==> src/hw/rtl/swm_pkg.sv <==
package swm_pkg;

	localparam int PATTERN_MAX = 32;
	localparam int NPOS        = PATTERN_MAX + 1;
	localparam int LEN_W       = 6;
	localparam int ADDR_W      = 6;
	localparam int DATA_W      = 64;

	localparam logic [7:0] STAR_BYTE = 8'h2A;
	localparam logic [7:0] NUL_BYTE  = 8'h00;

	// register indexes (byte address is 8 times the index)
	localparam logic [2:0] REG_CHARS_LOW    = 3'd0;
	localparam logic [2:0] REG_CHARS_SECOND = 3'd1;
	localparam logic [2:0] REG_CHARS_THIRD  = 3'd2;
	localparam logic [2:0] REG_CHARS_HIGH   = 3'd3;
	localparam logic [2:0] REG_LENGTH       = 3'd4;

	// decoded pattern, shared by the register block and the step logic
	typedef struct packed {
		logic [PATTERN_MAX-1:0][7:0] chars;
		logic [PATTERN_MAX-1:0]      star;    // star inside the pattern
		logic [PATTERN_MAX-1:0]      lit;     // literal inside the pattern
		logic [NPOS-1:0]             posmask; // positions 0..len
		logic [NPOS-1:0]             endpos;  // one-hot: position len
	} pat_t;

	// star closure: a set position i reaches i+1 when byte i is a star.
	// Parallel-prefix scan, generate = set bit, propagate = star before it.
	function automatic logic [NPOS-1:0] closure(input logic [NPOS-1:0] set,
			input logic [PATTERN_MAX-1:0] star);
		logic [NPOS-1:0] g;
		logic [NPOS-1:0] p;
		logic [NPOS-1:0] g_n;
		logic [NPOS-1:0] p_n;
		g = set;
		p = {star, 1'b0};
		for (int d = 1; d < NPOS; d = d * 2) begin
			g_n = g;
			p_n = p;
			for (int j = d; j < NPOS; j++) begin
				g_n[j] = g[j] | (p[j] & g[j-d]);
				p_n[j] = p[j] & p[j-d];
			end
			g = g_n;
			p = p_n;
		end
		return g;
	endfunction

endpackage

==> src/hw/rtl/star_wildcard_matcher.sv <==
// Star-only glob matcher: the text streams in one byte per request and is
// matched against a pattern of up to 32 bytes held in the register port,
// where '*' stands for any run of bytes and every other byte matches
// itself; the pattern ends at its length or at its first zero byte,
// whichever comes first. A request with tuser low carries no character and
// leaves the match state alone; tlast ends the text (after its byte, if
// any), emits one verdict on the output stream and rearms for the next
// text. Throughput is one request per clock: the input register feeds an
// update of the 33-bit active-position set (byte compare plus a
// parallel-prefix star closure), and the verdict lands in an output
// register. Only an end request finding the output register still full
// holds the input back.
// Write the pattern registers only between texts or with the stream idle.
module star_wildcard_matcher (
	input  logic                        clk,
	input  logic                        arst_n,
	// input stream
	input  logic                        s_axis_tvalid,
	output logic                        s_axis_tready,
	input  logic [7:0]                  s_axis_tdata,  // [7:0] text_byte
	input  logic                        s_axis_tuser,  // [0] has_byte
	input  logic                        s_axis_tlast,  // end_of_text
	// verdict stream
	output logic                        m_axis_tvalid,
	input  logic                        m_axis_tready,
	output logic [7:0]                  m_axis_tdata,  // [0] matched, [7:1] zero
	// register port
	input  logic                        psel,
	input  logic                        penable,
	input  logic                        pwrite,
	input  logic [swm_pkg::ADDR_W-1:0]  paddr,
	input  logic [swm_pkg::DATA_W-1:0]  pwdata,
	output logic [swm_pkg::DATA_W-1:0]  prdata,
	output logic                        pready
);

	swm_pkg::pat_t pat;
	logic          res_free;
	logic          res_load;
	logic          res_matched;
	logic          out_valid_q;
	logic          matched_q;

	assign pready = 1'b1;

	// pattern registers and their decode
	swm_cfg u_cfg (
		.clk     (clk),
		.arst_n  (arst_n),
		.psel    (psel),
		.penable (penable),
		.pwrite  (pwrite),
		.paddr   (paddr),
		.pwdata  (pwdata),
		.prdata  (prdata),
		.pat     (pat)
	);

	// the verdict register is free when empty or being drained this cycle
	assign res_free = ~out_valid_q | m_axis_tready;

	// input register and position-set update
	swm_step u_step (
		.clk         (clk),
		.arst_n      (arst_n),
		.pat         (pat),
		.in_valid    (s_axis_tvalid),
		.in_ready    (s_axis_tready),
		.in_byte     (s_axis_tdata),
		.in_has      (s_axis_tuser),
		.in_end      (s_axis_tlast),
		.res_free    (res_free),
		.res_load    (res_load),
		.res_matched (res_matched)
	);

	// hold the verdict until taken; a new one may load in the drain cycle
	always_ff @(posedge clk or negedge arst_n) begin
		if (!arst_n) begin
			out_valid_q <= 1'b0;
		end else if (res_load) begin
			out_valid_q <= 1'b1;
		end else if (m_axis_tready) begin
			out_valid_q <= 1'b0;
		end
	end

	always_ff @(posedge clk) begin
		if (res_load) begin
			matched_q <= res_matched;
		end
	end

	assign m_axis_tvalid = out_valid_q;
	assign m_axis_tdata  = {7'b0, matched_q};

endmodule

==> src/hw/rtl/swm_cfg.sv <==
module swm_cfg (
	input  logic                        clk,
	input  logic                        arst_n,
	input  logic                        psel,
	input  logic                        penable,
	input  logic                        pwrite,
	input  logic [swm_pkg::ADDR_W-1:0]  paddr,
	input  logic [swm_pkg::DATA_W-1:0]  pwdata,
	output logic [swm_pkg::DATA_W-1:0]  prdata,
	output swm_pkg::pat_t               pat
);

	logic [3:0][63:0]              chars_q;
	logic [swm_pkg::LEN_W-1:0]     len_q;
	logic                          wr_en;
	logic [2:0]                    idx;
	logic [swm_pkg::LEN_W-1:0]     n_sat;
	logic [swm_pkg::PATTERN_MAX-1:0] nz;
	logic [swm_pkg::PATTERN_MAX-1:0] inpat;
	logic [swm_pkg::PATTERN_MAX-1:0] lowm;

	assign idx   = paddr[5:3];
	assign wr_en = psel & penable & pwrite;

	always_ff @(posedge clk or negedge arst_n) begin
		if (!arst_n) begin
			chars_q <= '0;
			len_q   <= '0;
		end else if (wr_en) begin
			case (idx)
				swm_pkg::REG_CHARS_LOW:    chars_q[0] <= pwdata;
				swm_pkg::REG_CHARS_SECOND: chars_q[1] <= pwdata;
				swm_pkg::REG_CHARS_THIRD:  chars_q[2] <= pwdata;
				swm_pkg::REG_CHARS_HIGH:   chars_q[3] <= pwdata;
				swm_pkg::REG_LENGTH:       len_q      <= pwdata[swm_pkg::LEN_W-1:0];
				default: ;
			endcase
		end
	end

	always_comb begin
		case (idx)
			swm_pkg::REG_CHARS_LOW:    prdata = chars_q[0];
			swm_pkg::REG_CHARS_SECOND: prdata = chars_q[1];
			swm_pkg::REG_CHARS_THIRD:  prdata = chars_q[2];
			swm_pkg::REG_CHARS_HIGH:   prdata = chars_q[3];
			swm_pkg::REG_LENGTH:       prdata = {{(swm_pkg::DATA_W-swm_pkg::LEN_W){1'b0}}, len_q};
			default:                   prdata = '0;
		endcase
	end

	// saturate the length, then cut the pattern at its first zero byte
	assign n_sat = (len_q > swm_pkg::LEN_W'(swm_pkg::PATTERN_MAX)) ?
		swm_pkg::LEN_W'(swm_pkg::PATTERN_MAX) : len_q;

	always_comb begin
		pat.chars = chars_q;
		for (int i = 0; i < swm_pkg::PATTERN_MAX; i++) begin
			nz[i] = (pat.chars[i] != swm_pkg::NUL_BYTE);
		end
		for (int i = 0; i < swm_pkg::PATTERN_MAX; i++) begin
			lowm     = {swm_pkg::PATTERN_MAX{1'b1}} >> (swm_pkg::PATTERN_MAX - 1 - i);
			inpat[i] = (swm_pkg::LEN_W'(i) < n_sat) && ((nz | ~lowm) == '1);
			pat.star[i] = inpat[i] && (pat.chars[i] == swm_pkg::STAR_BYTE);
			pat.lit[i]  = inpat[i] && (pat.chars[i] != swm_pkg::STAR_BYTE);
		end
		pat.posmask = {inpat, 1'b1};
		pat.endpos  = {inpat, 1'b1} & ~{1'b0, inpat};
	end

endmodule

==> src/hw/rtl/swm_step.sv <==
module swm_step (
	input  logic                 clk,
	input  logic                 arst_n,
	input  swm_pkg::pat_t        pat,
	input  logic                 in_valid,
	output logic                 in_ready,
	input  logic [7:0]           in_byte,
	input  logic                 in_has,
	input  logic                 in_end,
	input  logic                 res_free,
	output logic                 res_load,
	output logic                 res_matched
);

	logic                      valid_s1;
	logic [7:0]                byte_s1;
	logic                      has_s1;
	logic                      end_s1;
	logic [swm_pkg::NPOS-1:0]  act_q;
	logic [swm_pkg::NPOS-1:0]  cur;
	logic [swm_pkg::NPOS-1:0]  nxt;
	logic [swm_pkg::NPOS-1:0]  after;
	logic [swm_pkg::NPOS-1:0]  fin;
	logic                      adv;

	assign adv      = valid_s1 & (~end_s1 | res_free);
	assign in_ready = ~valid_s1 | adv;

	always_ff @(posedge clk or negedge arst_n) begin
		if (!arst_n) begin
			valid_s1 <= 1'b0;
		end else if (in_ready) begin
			valid_s1 <= in_valid;
		end
	end

	always_ff @(posedge clk) begin
		if (in_ready && in_valid) begin
			byte_s1 <= in_byte;
			has_s1  <= in_has;
			end_s1  <= in_end;
		end
	end

	always_comb begin
		cur = swm_pkg::closure(act_q & pat.posmask, pat.star);
		nxt = '0;
		for (int j = 0; j < swm_pkg::PATTERN_MAX; j++) begin
			nxt[j]   = nxt[j] | (cur[j] & pat.star[j]);
			nxt[j+1] = cur[j] & pat.lit[j] & (pat.chars[j] == byte_s1);
		end
		after = has_s1 ? nxt : act_q;
		fin   = swm_pkg::closure(after & pat.posmask, pat.star);
	end

	assign res_load    = adv & end_s1;
	assign res_matched = |(fin & pat.endpos);

	always_ff @(posedge clk or negedge arst_n) begin
		if (!arst_n) begin
			act_q <= swm_pkg::NPOS'(1);
		end else if (adv) begin
			act_q <= end_s1 ? swm_pkg::NPOS'(1) : after;
		end
	end

endmodule

==> config.mk <==
export PLATFORM = sky130hd
export DESIGN_NAME = star_wildcard_matcher
export DESIGN_NICKNAME = d
export VERILOG_FILES = /design/src/hw/rtl/swm_pkg.sv /design/src/hw/rtl/star_wildcard_matcher.sv /design/src/hw/rtl/swm_cfg.sv /design/src/hw/rtl/swm_step.sv
export SDC_FILE = /design/constraint.sdc
export NUM_CORES = 1
export LEC_CHECK = 0
export ABC_CLOCK_PERIOD_IN_PS = 10400
export BUFFER_PORTS_ARGS = -buffer_cell sky130_fd_sc_hd__clkbuf_2
export CORE_UTILIZATION = 45
export DETAILED_ROUTE_END_ITERATION = 10
export MAX_ROUTING_LAYER = met4
export PLACE_DENSITY = 0.6
export SLEW_MARGIN = 15
export SYNTH_ARGS = -nofsm -noshare
export SYNTH_HDL_FRONTEND = slang
export SYNTH_SLANG_ARGS = --single-unit
==> constraint.sdc <==
create_clock -name clk -period 10.4 [get_ports clk]
set_input_delay 0.52 -clock clk [delete_from_list [all_inputs] [get_ports clk]]
set_output_delay 0.52 -clock clk [all_outputs]
set_load 0.02 [all_outputs]
==> flow_summary.html, run 1 <==
<table>
<tr><th>Metric</th><th>Value</th></tr>
<tr><th colspan="2">Layout</th></tr>
<tr><td>Area grow syn2layout</td><td>11.42%</td></tr>
<tr><td>Area of the multi-input gates</td><td>between 10000 and 15000 um2</td></tr>
<tr><td>Number of filler cells placed in the layout</td><td>4562</td></tr>
<tr><td>Layout cell share with drive strength beyond 1</td><td>0.2292</td></tr>
<tr><td>Most common cell after layout, fill and taps aside</td><td>sky130_fd_sc_hd__dfrtp_1</td></tr>
<tr><td>Nets@finish</td><td>2570</td></tr>
<tr><td>Sequential cell area</td><td>7764 um2</td></tr>
<tr><td>Final instance area</td><td>24610 um2</td></tr>
<tr><td>Most frequent cells in the layout</td><td>sky130_fd_sc_hd__dfrtp_1 (296), sky130_fd_sc_hd__mux2_2 (260), sky130_fd_sc_hd__nand2_1 (201), sky130_fd_sc_hd__xnor2_1 (155), sky130_fd_sc_hd__clkbuf_2 (149)</td></tr>
<tr><th colspan="2">Yosys</th></tr>
<tr><td>Ys async rst share</td><td>0.9643</td></tr>
<tr><td>Mean post-synth cell area</td><td>9.222 um2</td></tr>
<tr><td>Dominant synthesized flop cell</td><td>sky130_fd_sc_hd__dfrtp_1</td></tr>
<tr><td>Number of synthesized flops with an enable pin</td><td>11</td></tr>
<tr><td>Post-Synthesis Cell Area</td><td>22090 um2</td></tr>
<tr><td>Warnings from Yosys</td><td>0</td></tr>
<tr><td>Seq/Total Area, Yosys</td><td>0.3515</td></tr>
<tr><td>Number of synthesized register bits</td><td>308</td></tr>
<tr><td>Gate count of the mapped netlist</td><td>2395</td></tr>
<tr><td>Number of distinct library cell variants in the gate-level netlist after synthesis</td><td>about 100</td></tr>
<tr><th colspan="2">Clock tree</th></tr>
<tr><td>Count of instances resized after the clock tree is built</td><td>0</td></tr>
<tr><td>Clock transition at the register clock pins on the worst setup and hold paths after CTS</td><td>70 ps</td></tr>
<tr><td>Max clock buf depth</td><td>3</td></tr>
<tr><td>Number of H-tree levels</td><td>2</td></tr>
<tr><td>CTS sink count</td><td>308</td></tr>
<tr><td>Clock root buffer master</td><td>sky130_fd_sc_hd__clkbuf_16</td></tr>
<tr><td>TritonCTS clock tree</td><td>done</td></tr>
<tr><td>Insertion delay of the later-clocked pin in the worst-skew pair</td><td>580 ps</td></tr>
<tr><td>Number of hold-repair buffers added at the cts stage</td><td>0</td></tr>
<tr><td>Post-CTS setup buffer count</td><td>0</td></tr>
<tr><td>Clock buffer count from CTS</td><td>37</td></tr>
<tr><th colspan="2">Worst setup path</th></tr>
<tr><td>CP Capture Point</td><td>matched_q</td></tr>
<tr><td>Max stage delay cell, worst path</td><td>sky130_fd_sc_hd__nor4_2</td></tr>
<tr><td>Flop-to-flop setup slack</td><td>3940 ps</td></tr>
<tr><td>Critical Path, Cell by Cell</td><td>or4_1 &gt; or4_1 &gt; nand2_1 &gt; nor3_2 &gt; buf_4 &gt; nand3_1 &gt; o21ai_0 &gt; nor4_2 &gt; nor4b_2 &gt; a311oi_1 &gt; a2111oi_0 &gt; buf_4 &gt; nor4_1 &gt; o211ai_1 &gt; nor3_1 &gt; o2111ai_1 &gt; nor3_1 &gt; nand4_1</td></tr>
<tr><td>Startpoint class of the critical path</td><td>register</td></tr>
<tr><td>Critical path data required time</td><td>10690 ps</td></tr>
<tr><td>Maximum single-stage delay on the critical path</td><td>740 ps</td></tr>
<tr><td>Largest fanout on the critical path</td><td>22</td></tr>
<tr><td>WS Path Type</td><td>register to register</td></tr>
<tr><td>Crit path arrival time</td><td>about 6800 ps</td></tr>
<tr><td>Crit Reg-Reg Startpoint</td><td>u_cfg.pat[145]</td></tr>
<tr><td>Reg2Reg Capture Point</td><td>matched_q</td></tr>
<tr><td>Kind of end point of the critical path</td><td>register</td></tr>
<tr><td>Timing startpoint of the critical path</td><td>u_cfg.pat[145]</td></tr>
<tr><td>Length in cells of the worst reg-to-reg path</td><td>18</td></tr>
<tr><th colspan="2">Global route</th></tr>
<tr><td>Initial antenna violation count</td><td>4</td></tr>
<tr><td>Grt ovf</td><td>0</td></tr>
<tr><td>Number of global-route vias before repair</td><td>20890</td></tr>
<tr><td>Pin count of the biggest net entering global routing</td><td>101</td></tr>
<tr><td>Global-route wire length before repair</td><td>135000 um</td></tr>
<tr><td>Gr usage total</td><td>0.3702</td></tr>
<tr><th colspan="2">Power</th></tr>
<tr><td>Part of the power in combinational logic</td><td>0.324</td></tr>
<tr><td>Share of power burned in the clock network</td><td>0.286</td></tr>
<tr><td>Net switching component of the power</td><td>1804 uW</td></tr>
<tr><td>Sequential fraction of design power</td><td>0.390</td></tr>
<tr><td>Areal power density over the cells</td><td>184.6 nW/um2</td></tr>
<tr><td>Static Leakage</td><td>0.009890 uW</td></tr>
<tr><td>Switching power as a share of total power</td><td>0.3971</td></tr>
<tr><td>Peak ir drop on the vdd network</td><td>0.1227 mV</td></tr>
<tr><td>Internal power summed over all cells</td><td>2739 uW</td></tr>
<tr><th colspan="2">Die</th></tr>
<tr><td>Number of placement rows</td><td>80</td></tr>
<tr><td>Die X-Extent</td><td>223.5 um</td></tr>
<tr><td>Die Footprint</td><td>49970 um2</td></tr>
<tr><td>Core area</td><td>48050 um2</td></tr>
<tr><td>Boundary Pins</td><td>about 160</td></tr>
<tr><td>Die Ht</td><td>around 220 um</td></tr>
<tr><td>Initial core utilization</td><td>0.4597</td></tr>
<tr><th colspan="2">Placed design</th></tr>
<tr><td>Total cell area at the placement stage</td><td>23400 um2</td></tr>
<tr><td>Final RePlAce weighted congestion</td><td>1.014</td></tr>
<tr><td>Setup Slack @ Placement</td><td>4115 ps</td></tr>
<tr><td>DP Wirelength</td><td>65780 um</td></tr>
<tr><td>Number of buffers inserted by port buffering</td><td>150</td></tr>
<tr><th colspan="2">Routing</th></tr>
<tr><td>Via-to-Cell Ratio</td><td>about 6.8</td></tr>
<tr><td>Vias post-DR</td><td>21170</td></tr>
<tr><td>Wire length per cell</td><td>28.83 um</td></tr>
<tr><td>Wire length reported by the detailed router</td><td>around 90000 um</td></tr>
<tr><td>DRT antenna net count</td><td>0</td></tr>
<tr><td>Drt first pass iters</td><td>5</td></tr>
<tr><td>Residual DRC count</td><td>0</td></tr>
<tr><td>DR iter-0 viols</td><td>2124</td></tr>
<tr><th colspan="2">Worst hold path</th></tr>
<tr><td>Min-Delay Path Class</td><td>input pin to async pin</td></tr>
<tr><th colspan="2">STA</th></tr>
<tr><td>Fin worst setup slack</td><td>3938 ps</td></tr>
<tr><td>Least-Margin Pin Slew</td><td>1117 ps</td></tr>
<tr><td>Final-report setup violation count</td><td>0</td></tr>
<tr><td>Max Freq</td><td>154.8 MHz</td></tr>
<tr><td>RSZ-0062 raised after global routing</td><td>false</td></tr>
<tr><td>Sum of negative setup slack</td><td>0 ps</td></tr>
<tr><td>Count of final hold-check violations</td><td>9</td></tr>
<tr><td>Max-slew headroom</td><td>0.2364</td></tr>
<tr><td>Largest clock skew in the final design</td><td>24.15 ps</td></tr>
<tr><td>Share of the clock period used by the worst path after layout</td><td>0.6213</td></tr>
<tr><td>Minimum hold slack</td><td>-11.68 ps</td></tr>
<tr><td>Clock period minus worst slack</td><td>6462 ps</td></tr>
<tr><td>Pins Over Slew Limit</td><td>0</td></tr>
<tr><th colspan="2">Status</th></tr>
<tr><td>Outcome</td><td>finished, violations left</td></tr>
<tr><td>Violations in the final reports</td><td>negative hold slack</td></tr>
<tr><th colspan="2">Job</th></tr>
<tr><td>Max_cap viols</td><td>0</td></tr>
</table>
## worst min path at each step
stage                           from          endpoint  slack (ps)
finish                        arst_n  u_step.act_q[21]         -10
global placement    u_step.act_q[32]  u_step.act_q[32]         500
floorplan                     arst_n     m_axis_tvalid         220
global route                  arst_n    u_cfg.pat[250]          50
detailed placement  u_step.act_q[32]  u_step.act_q[32]         490
CTS                           arst_n  u_step.act_q[21]           9
## cell type report
class / instances / share of cell area
Clock buffer: 54 / 0.04306
Clock inverter: 11 / 0.005186
Sequential cell: 308 / 0.3155
Tap cell: 615 / 0.03127
Timing Repair Buffer: 191 / 0.04342
Multi-Input combinational cell: 1920 / 0.5575
Antenna cell: 3 / 0.0003050
Inverter: 25 / 0.003813
## per-stage QoR
stage,power [uW],utilization,hold slack (ps),cells
floorplan,2653,-,224.4,2401
global placement,3179,0.4871,501.2,3059
detailed placement,3214,0.4871,493.9,3059
CTS,4523,0.5118,9.492,3124
global route,4741,0.5122,50.61,3126
finish,4543,0.5122,-11.68,3127
## power groups by stage
stage	clock (uW)	combinational [uW]	sequential (uW)
detailed placement	0	1440	1770
CTS	1320	1450	1760
global placement	0	1420	1760
global route	1370	1580	1800
finish	1300	1470	1770
floorplan	0	1010	1650
## worst max-delay path, delay by kind of cell (launching register included)
| family | cells | cell delay, ps |
|---|---|---|
| compound gates | 5 | 1300 |
| buf+inv | 2 | 460 |
| flops | 1 | 450 |
| simple gates | 11 | 3940 |
## synthesized netlist by cell type, types with 20 or more instances
master | instances | share of area
sky130_fd_sc_hd__o21ai_0 | 69 | 0.016
sky130_fd_sc_hd__nand2_1 | 201 | 0.034
sky130_fd_sc_hd__a22oi_1 | 128 | 0.044
sky130_fd_sc_hd__and2_1 | 23 | 0.0065
sky130_fd_sc_hd__or4_1 | 46 | 0.016
sky130_fd_sc_hd__clkbuf_1 | 112 | 0.019
sky130_fd_sc_hd__and4_1 | 22 | 0.0087
sky130_fd_sc_hd__o211ai_1 | 20 | 0.0068
sky130_fd_sc_hd__or3_1 | 26 | 0.0074
sky130_fd_sc_hd__inv_1 | 24 | 0.0041
sky130_fd_sc_hd__xnor2_1 | 155 | 0.061
sky130_fd_sc_hd__a21oi_1 | 67 | 0.015
sky130_fd_sc_hd__mux2_2 | 260 | 0.13
sky130_fd_sc_hd__xor2_1 | 100 | 0.040
sky130_fd_sc_hd__nor2_1 | 142 | 0.024
sky130_fd_sc_hd__nor3_1 | 91 | 0.021
sky130_fd_sc_hd__a31oi_1 | 23 | 0.0065
sky130_fd_sc_hd__dfrtp_1 | 296 | 0.34
sky130_fd_sc_hd__o21a_1 | 21 | 0.0071
sky130_fd_sc_hd__nor4_1 | 66 | 0.019
sky130_fd_sc_hd__nand3_1 | 83 | 0.019
sky130_fd_sc_hd__nand4_1 | 73 | 0.021
## layer usage
layer	track usage	wire [um]
met2	0.5623	40690
met1	0.4980	39170
met3	0.05483	6764
met5	-	0
met4	0.1436	3531
## cells by family after synthesis
kind of cell / after synthesis / share of synthesized area
AOI/OAI and AO/OA: 519 / 0.1690
xor gates and xnor gates: 255 / 0.1011
buffers and inverters: 173 / 0.03161
DFF: 308 / 0.3515
muxes: 267 / 0.1357
other: 2 / 0.0003400
and+or+nand+nor: 871 / 0.2107
## flip-flops by register name, summed over array words and instances, names as in the netlist
signal / count
u_cfg.pat: 256
matched_q: 1
m_axis_tvalid: 1
u_cfg.len_q: 6
u_step.valid_s1: 1
u_step.end_s1: 1
u_step.act_q: 33
u_step.byte_s1: 8
u_step.has_s1: 1
Power figures use the tool's default switching activity.
==> inputs of run 2 (changes only) <==
--- a/config.mk
+++ b/config.mk
@@ -5,7 +5,8 @@
 export SDC_FILE = /design/constraint.sdc
 export NUM_CORES = 1
 export LEC_CHECK = 0
-export ABC_CLOCK_PERIOD_IN_PS = 10400
+export ABC_AREA = 1
+export ABC_CLOCK_PERIOD_IN_PS = 6800
 export BUFFER_PORTS_ARGS = -buffer_cell sky130_fd_sc_hd__clkbuf_2
 export CORE_UTILIZATION = 45
 export DETAILED_ROUTE_END_ITERATION = 10
==> constraint.sdc (replaced) <==
create_clock -name clk -period 6.8 [get_ports clk]
set_input_delay 0.34 -clock clk [delete_from_list [all_inputs] [get_ports clk]]
set_output_delay 0.34 -clock clk [all_outputs]
set_load 0.02 [all_outputs]
==> flow_summary.html, run 2 <==
<table>
<tr><th>Metric</th><th>Value</th></tr>
<tr><th colspan="2">Die</th></tr>
<tr><td>Number of placement rows</td><td>83</td></tr>
<tr><td>Boundary Pins</td><td>162</td></tr>
<tr><td>Die X-Extent</td><td>230.4 um</td></tr>
<tr><td>Die Ht</td><td>about 230 um</td></tr>
<tr><td>Core area</td><td>51410 um2</td></tr>
<tr><td>Die Footprint</td><td>53060 um2</td></tr>
<tr><td>Initial core utilization</td><td>0.4565</td></tr>
<tr><th colspan="2">STA</th></tr>
<tr><td>Least-Margin Pin Slew</td><td>1217 ps</td></tr>
<tr><td>Count of final hold-check violations</td><td>0</td></tr>
<tr><td>Pins Over Slew Limit</td><td>0</td></tr>
<tr><td>Clock period minus worst slack</td><td>5075 ps</td></tr>
<tr><td>RSZ-0062 raised after global routing</td><td>false</td></tr>
<tr><td>Sum of negative setup slack</td><td>0 ps</td></tr>
<tr><td>Max Freq</td><td>197.1 MHz</td></tr>
<tr><td>Final-report setup violation count</td><td>0</td></tr>
<tr><td>Max-slew headroom</td><td>0.1809</td></tr>
<tr><td>Largest clock skew in the final design</td><td>32.88 ps</td></tr>
<tr><td>Share of the clock period used by the worst path after layout</td><td>0.7463</td></tr>
<tr><th colspan="2">Job</th></tr>
<tr><td>Max_cap viols</td><td>0</td></tr>
<tr><th colspan="2">Yosys</th></tr>
<tr><td>Gate count of the mapped netlist</td><td>3555</td></tr>
<tr><td>Mean post-synth cell area</td><td>6.601 um2</td></tr>
<tr><td>Post-Synthesis Cell Area</td><td>between 20000 and 25000 um2</td></tr>
<tr><td>Number of synthesized register bits</td><td>308</td></tr>
<tr><td>Largest area contributor in the netlist</td><td>sky130_fd_sc_hd__dfrtp_1</td></tr>
<tr><td>Fraction of post-synthesis cell area in the top cell type by area</td><td>0.3156</td></tr>
<tr><td>Number of distinct library cell variants in the gate-level netlist after synthesis</td><td>54</td></tr>
<tr><td>Number of synthesized flops with an enable pin</td><td>11</td></tr>
<tr><td>Warnings from Yosys</td><td>0</td></tr>
<tr><td>Top cells by area, synth</td><td>sky130_fd_sc_hd__dfrtp_1 (32%), sky130_fd_sc_hd__nand2_1 (16%), sky130_fd_sc_hd__nor2_1 (6.8%)</td></tr>
<tr><td>Seq/Total Area, Yosys</td><td>0.3308</td></tr>
<tr><td>Ys async rst share</td><td>0.9643</td></tr>
<tr><td>Leading cell type by number of instances after synthesis</td><td>sky130_fd_sc_hd__nand2_1</td></tr>
<tr><td>Dominant synthesized flop cell</td><td>sky130_fd_sc_hd__dfrtp_1</td></tr>
<tr><td>Commonest cells post-synth</td><td>sky130_fd_sc_hd__nand2_1 (1021), sky130_fd_sc_hd__nor2_1 (422), sky130_fd_sc_hd__inv_1 (393), sky130_fd_sc_hd__dfrtp_1 (296), sky130_fd_sc_hd__o21ai_0 (272)</td></tr>
<tr><th colspan="2">Placed design</th></tr>
<tr><td>DP Wirelength</td><td>between 70000 and 80000 um</td></tr>
<tr><td>Number of buffers inserted by port buffering</td><td>150</td></tr>
<tr><td>Final RePlAce weighted congestion</td><td>just over 1</td></tr>
<tr><th colspan="2">Layout</th></tr>
<tr><td>Number of flip-flops under the largest register name</td><td>256</td></tr>
<tr><td>Area grow syn2layout</td><td>12.96%</td></tr>
<tr><td>Core utilization of the finished layout</td><td>0.5156</td></tr>
<tr><td>Nets@finish</td><td>between 3000 and 4000</td></tr>
<tr><td>Layout cell share with drive strength beyond 1</td><td>0.1165</td></tr>
<tr><td>Number of filler cells placed in the layout</td><td>5288</td></tr>
<tr><td>Most common cell after layout, fill and taps aside</td><td>sky130_fd_sc_hd__nand2_1</td></tr>
<tr><td>Most frequent cells in the layout</td><td>sky130_fd_sc_hd__nand2_1 (1018), sky130_fd_sc_hd__nor2_1 (419), sky130_fd_sc_hd__inv_1 (392), sky130_fd_sc_hd__dfrtp_1 (296), sky130_fd_sc_hd__o21ai_0 (272)</td></tr>
<tr><th colspan="2">Routing</th></tr>
<tr><td>Drt first pass iters</td><td>6</td></tr>
<tr><td>DR iter-0 viols</td><td>~2600</td></tr>
<tr><td>DRT antenna net count</td><td>0</td></tr>
<tr><td>Vias post-DR</td><td>25430</td></tr>
<tr><td>Residual DRC count</td><td>0</td></tr>
<tr><td>Wire length reported by the detailed router</td><td>103500 um</td></tr>
<tr><td>Via-to-Cell Ratio</td><td>5.794</td></tr>
<tr><td>Wire length per cell</td><td>23.59 um</td></tr>
<tr><th colspan="2">Worst setup path</th></tr>
<tr><td>Crit path arrival time</td><td>5320 ps</td></tr>
<tr><td>WS Path Type</td><td>register to register</td></tr>
<tr><td>Startpoint class of the critical path</td><td>register</td></tr>
<tr><td>Flop-to-flop setup slack</td><td>1730 ps</td></tr>
<tr><td>Crit Reg-Reg Startpoint</td><td>u_cfg.len_q[5]</td></tr>
<tr><td>Max stage delay cell, worst path</td><td>sky130_fd_sc_hd__dfrtp_1</td></tr>
<tr><td>CP Capture Point</td><td>matched_q</td></tr>
<tr><td>Kind of end point of the critical path</td><td>register</td></tr>
<tr><td>Reg2Reg Capture Point</td><td>matched_q</td></tr>
<tr><td>Timing startpoint of the critical path</td><td>u_cfg.len_q[5]</td></tr>
<tr><td>Critical path data required time</td><td>7050 ps</td></tr>
<tr><td>Most numerous cell on the critical path</td><td>sky130_fd_sc_hd__nand3_1</td></tr>
<tr><td>Length in cells of the worst reg-to-reg path</td><td>25</td></tr>
<tr><td>Largest fanout on the critical path</td><td>10</td></tr>
<tr><td>Maximum single-stage delay on the critical path</td><td>600 ps</td></tr>
<tr><th colspan="2">Global route</th></tr>
<tr><td>Global-route wire length before repair</td><td>154000 um</td></tr>
<tr><td>Number of global-route vias before repair</td><td>around 24000</td></tr>
<tr><td>Initial antenna violation count</td><td>1</td></tr>
<tr><td>Gr usage total</td><td>0.3998</td></tr>
<tr><td>Pin count of the biggest net entering global routing</td><td>~130</td></tr>
<tr><td>Grt ovf</td><td>0</td></tr>
<tr><th colspan="2">Clock tree</th></tr>
<tr><td>TritonCTS clock tree</td><td>done</td></tr>
<tr><td>Clock buffer count from CTS</td><td>38</td></tr>
<tr><td>Number of H-tree levels</td><td>2</td></tr>
<tr><td>CTS sink count</td><td>308</td></tr>
<tr><td>Max clock buf depth</td><td>3</td></tr>
<tr><td>Clock root buffer master</td><td>sky130_fd_sc_hd__clkbuf_16</td></tr>
<tr><td>Clock transition at the register clock pins on the worst setup and hold paths after CTS</td><td>~60 ps</td></tr>
<tr><td>Post-CTS setup buffer count</td><td>0</td></tr>
<tr><td>Insertion delay of the later-clocked pin in the worst-skew pair</td><td>approximately 600 ps</td></tr>
<tr><th colspan="2">Worst hold path</th></tr>
<tr><td>Min-Delay Path Class</td><td>input pin to register</td></tr>
<tr><td>Hold Crit Start</td><td>pwdata[13]</td></tr>
<tr><th colspan="2">Power</th></tr>
<tr><td>Part of the power in combinational logic</td><td>0.336</td></tr>
<tr><td>Static Leakage</td><td>0.01227 uW</td></tr>
<tr><td>Net switching component of the power</td><td>3173 uW</td></tr>
<tr><td>Internal power summed over all cells</td><td>4277 uW</td></tr>
<tr><td>Areal power density over the cells</td><td>281.0 nW/um2</td></tr>
<tr><td>Peak ir drop on the vdd network</td><td>roughly 0.24 mV</td></tr>
<tr><td>Share of power burned in the clock network</td><td>0.297</td></tr>
<tr><td>Switching power as a share of total power</td><td>0.4259</td></tr>
<tr><td>Sequential fraction of design power</td><td>0.367</td></tr>
<tr><th colspan="2">Status</th></tr>
<tr><td>Outcome</td><td>finished clean</td></tr>
</table>
run 2: cells by family (layout without fill, tap and decap cells):
family,after synthesis,after routing,share of synthesized area
AND/OR/NAND/NOR,1978,1978,0.3762
buffers and inverters,572,719,0.09517
AO/OA/AOI/OAI,465,465,0.1116
XOR/XNOR,230,230,0.08584
flip-flops,308,308,0.3308
other,2,9,0.0003200
run 2: layout make-up:
cell class	instances	area [um2]	share of cell area
antenna	1	2.502	0.00009441
clock buffer	50	1066	0.04022
clock inverter	20	277.8	0.01048
inverter	435	1633	0.06160
multi-input combinational	2681	13550	0.5113
sequential	308	7764	0.2929
tap	680	850.8	0.03210
timing repair buffer	214	1359	0.05126
run 2: what timing repair did:
action,in CTS,in global routing
endpoints found under the hold margin,134,0
hold buffers,27,0
gates resized for setup,0,0
run 2: layer usage:
| metal | GRT usage | routed length [um] |
|---|---|---|
| met1 | 0.5231 | 43150 |
| met2 | 0.6023 | 45670 |
| met3 | 0.07695 | 9734 |
| met4 | 0.1722 | 4974 |
| met5 | - | 0 |
run 2: critical path, delay by kind of cell (launching register included):
kind	cells	cell delay (ps)
flops	1	600
buf+inv	3	410
simple gates	20	3270
compound gates	2	450
run 2: power groups by stage:
| stage | sequential (uW) | clock, uW | combinational (uW) |
|---|---|---|---|
| floorplan | 2570 | 0 | 1670 |
| global placement | 2720 | 0 | 2390 |
| detailed placement | 2740 | 0 | 2430 |
| CTS | 2710 | 2230 | 2460 |
| global route | 2770 | 2300 | 2730 |
| finish | 2730 | 2210 | 2510 |
run 2: worst min path at each step:
stage,endpoint,slack (ps),cells past startpoint
2_1_floorplan,m_axis_tvalid,40,0
3_3_place_gp,m_axis_tvalid,470,1
3_5_place_dp,m_axis_tvalid,490,1
4_1_cts,u_cfg.pat[143],0.1,3
5_1_grt,u_cfg.pat[185],20,3
6_report,u_cfg.pat[143],10,3
run 2: through the flow:
| step | total power, uW | std cells | area [um2] | worst slack, ps | hold slack, ps |
|---|---|---|---|---|---|
| 6_report | 7450 | 4389 | 26510 | 1725 | 10.54 |
| 5_1_grt | 7803 | 4389 | 26510 | 1454 | 19.08 |
| 4_1_cts | 7395 | 4388 | 26500 | 1851 | 0.1483 |
| 3_5_place_dp | 5168 | 4291 | 24890 | 1877 | 493.2 |
| 3_3_place_gp | 5107 | 4291 | 24890 | 1789 | 471.8 |
| 2_1_floorplan | 4237 | 3561 | 23490 | 3780 | 44.41 |
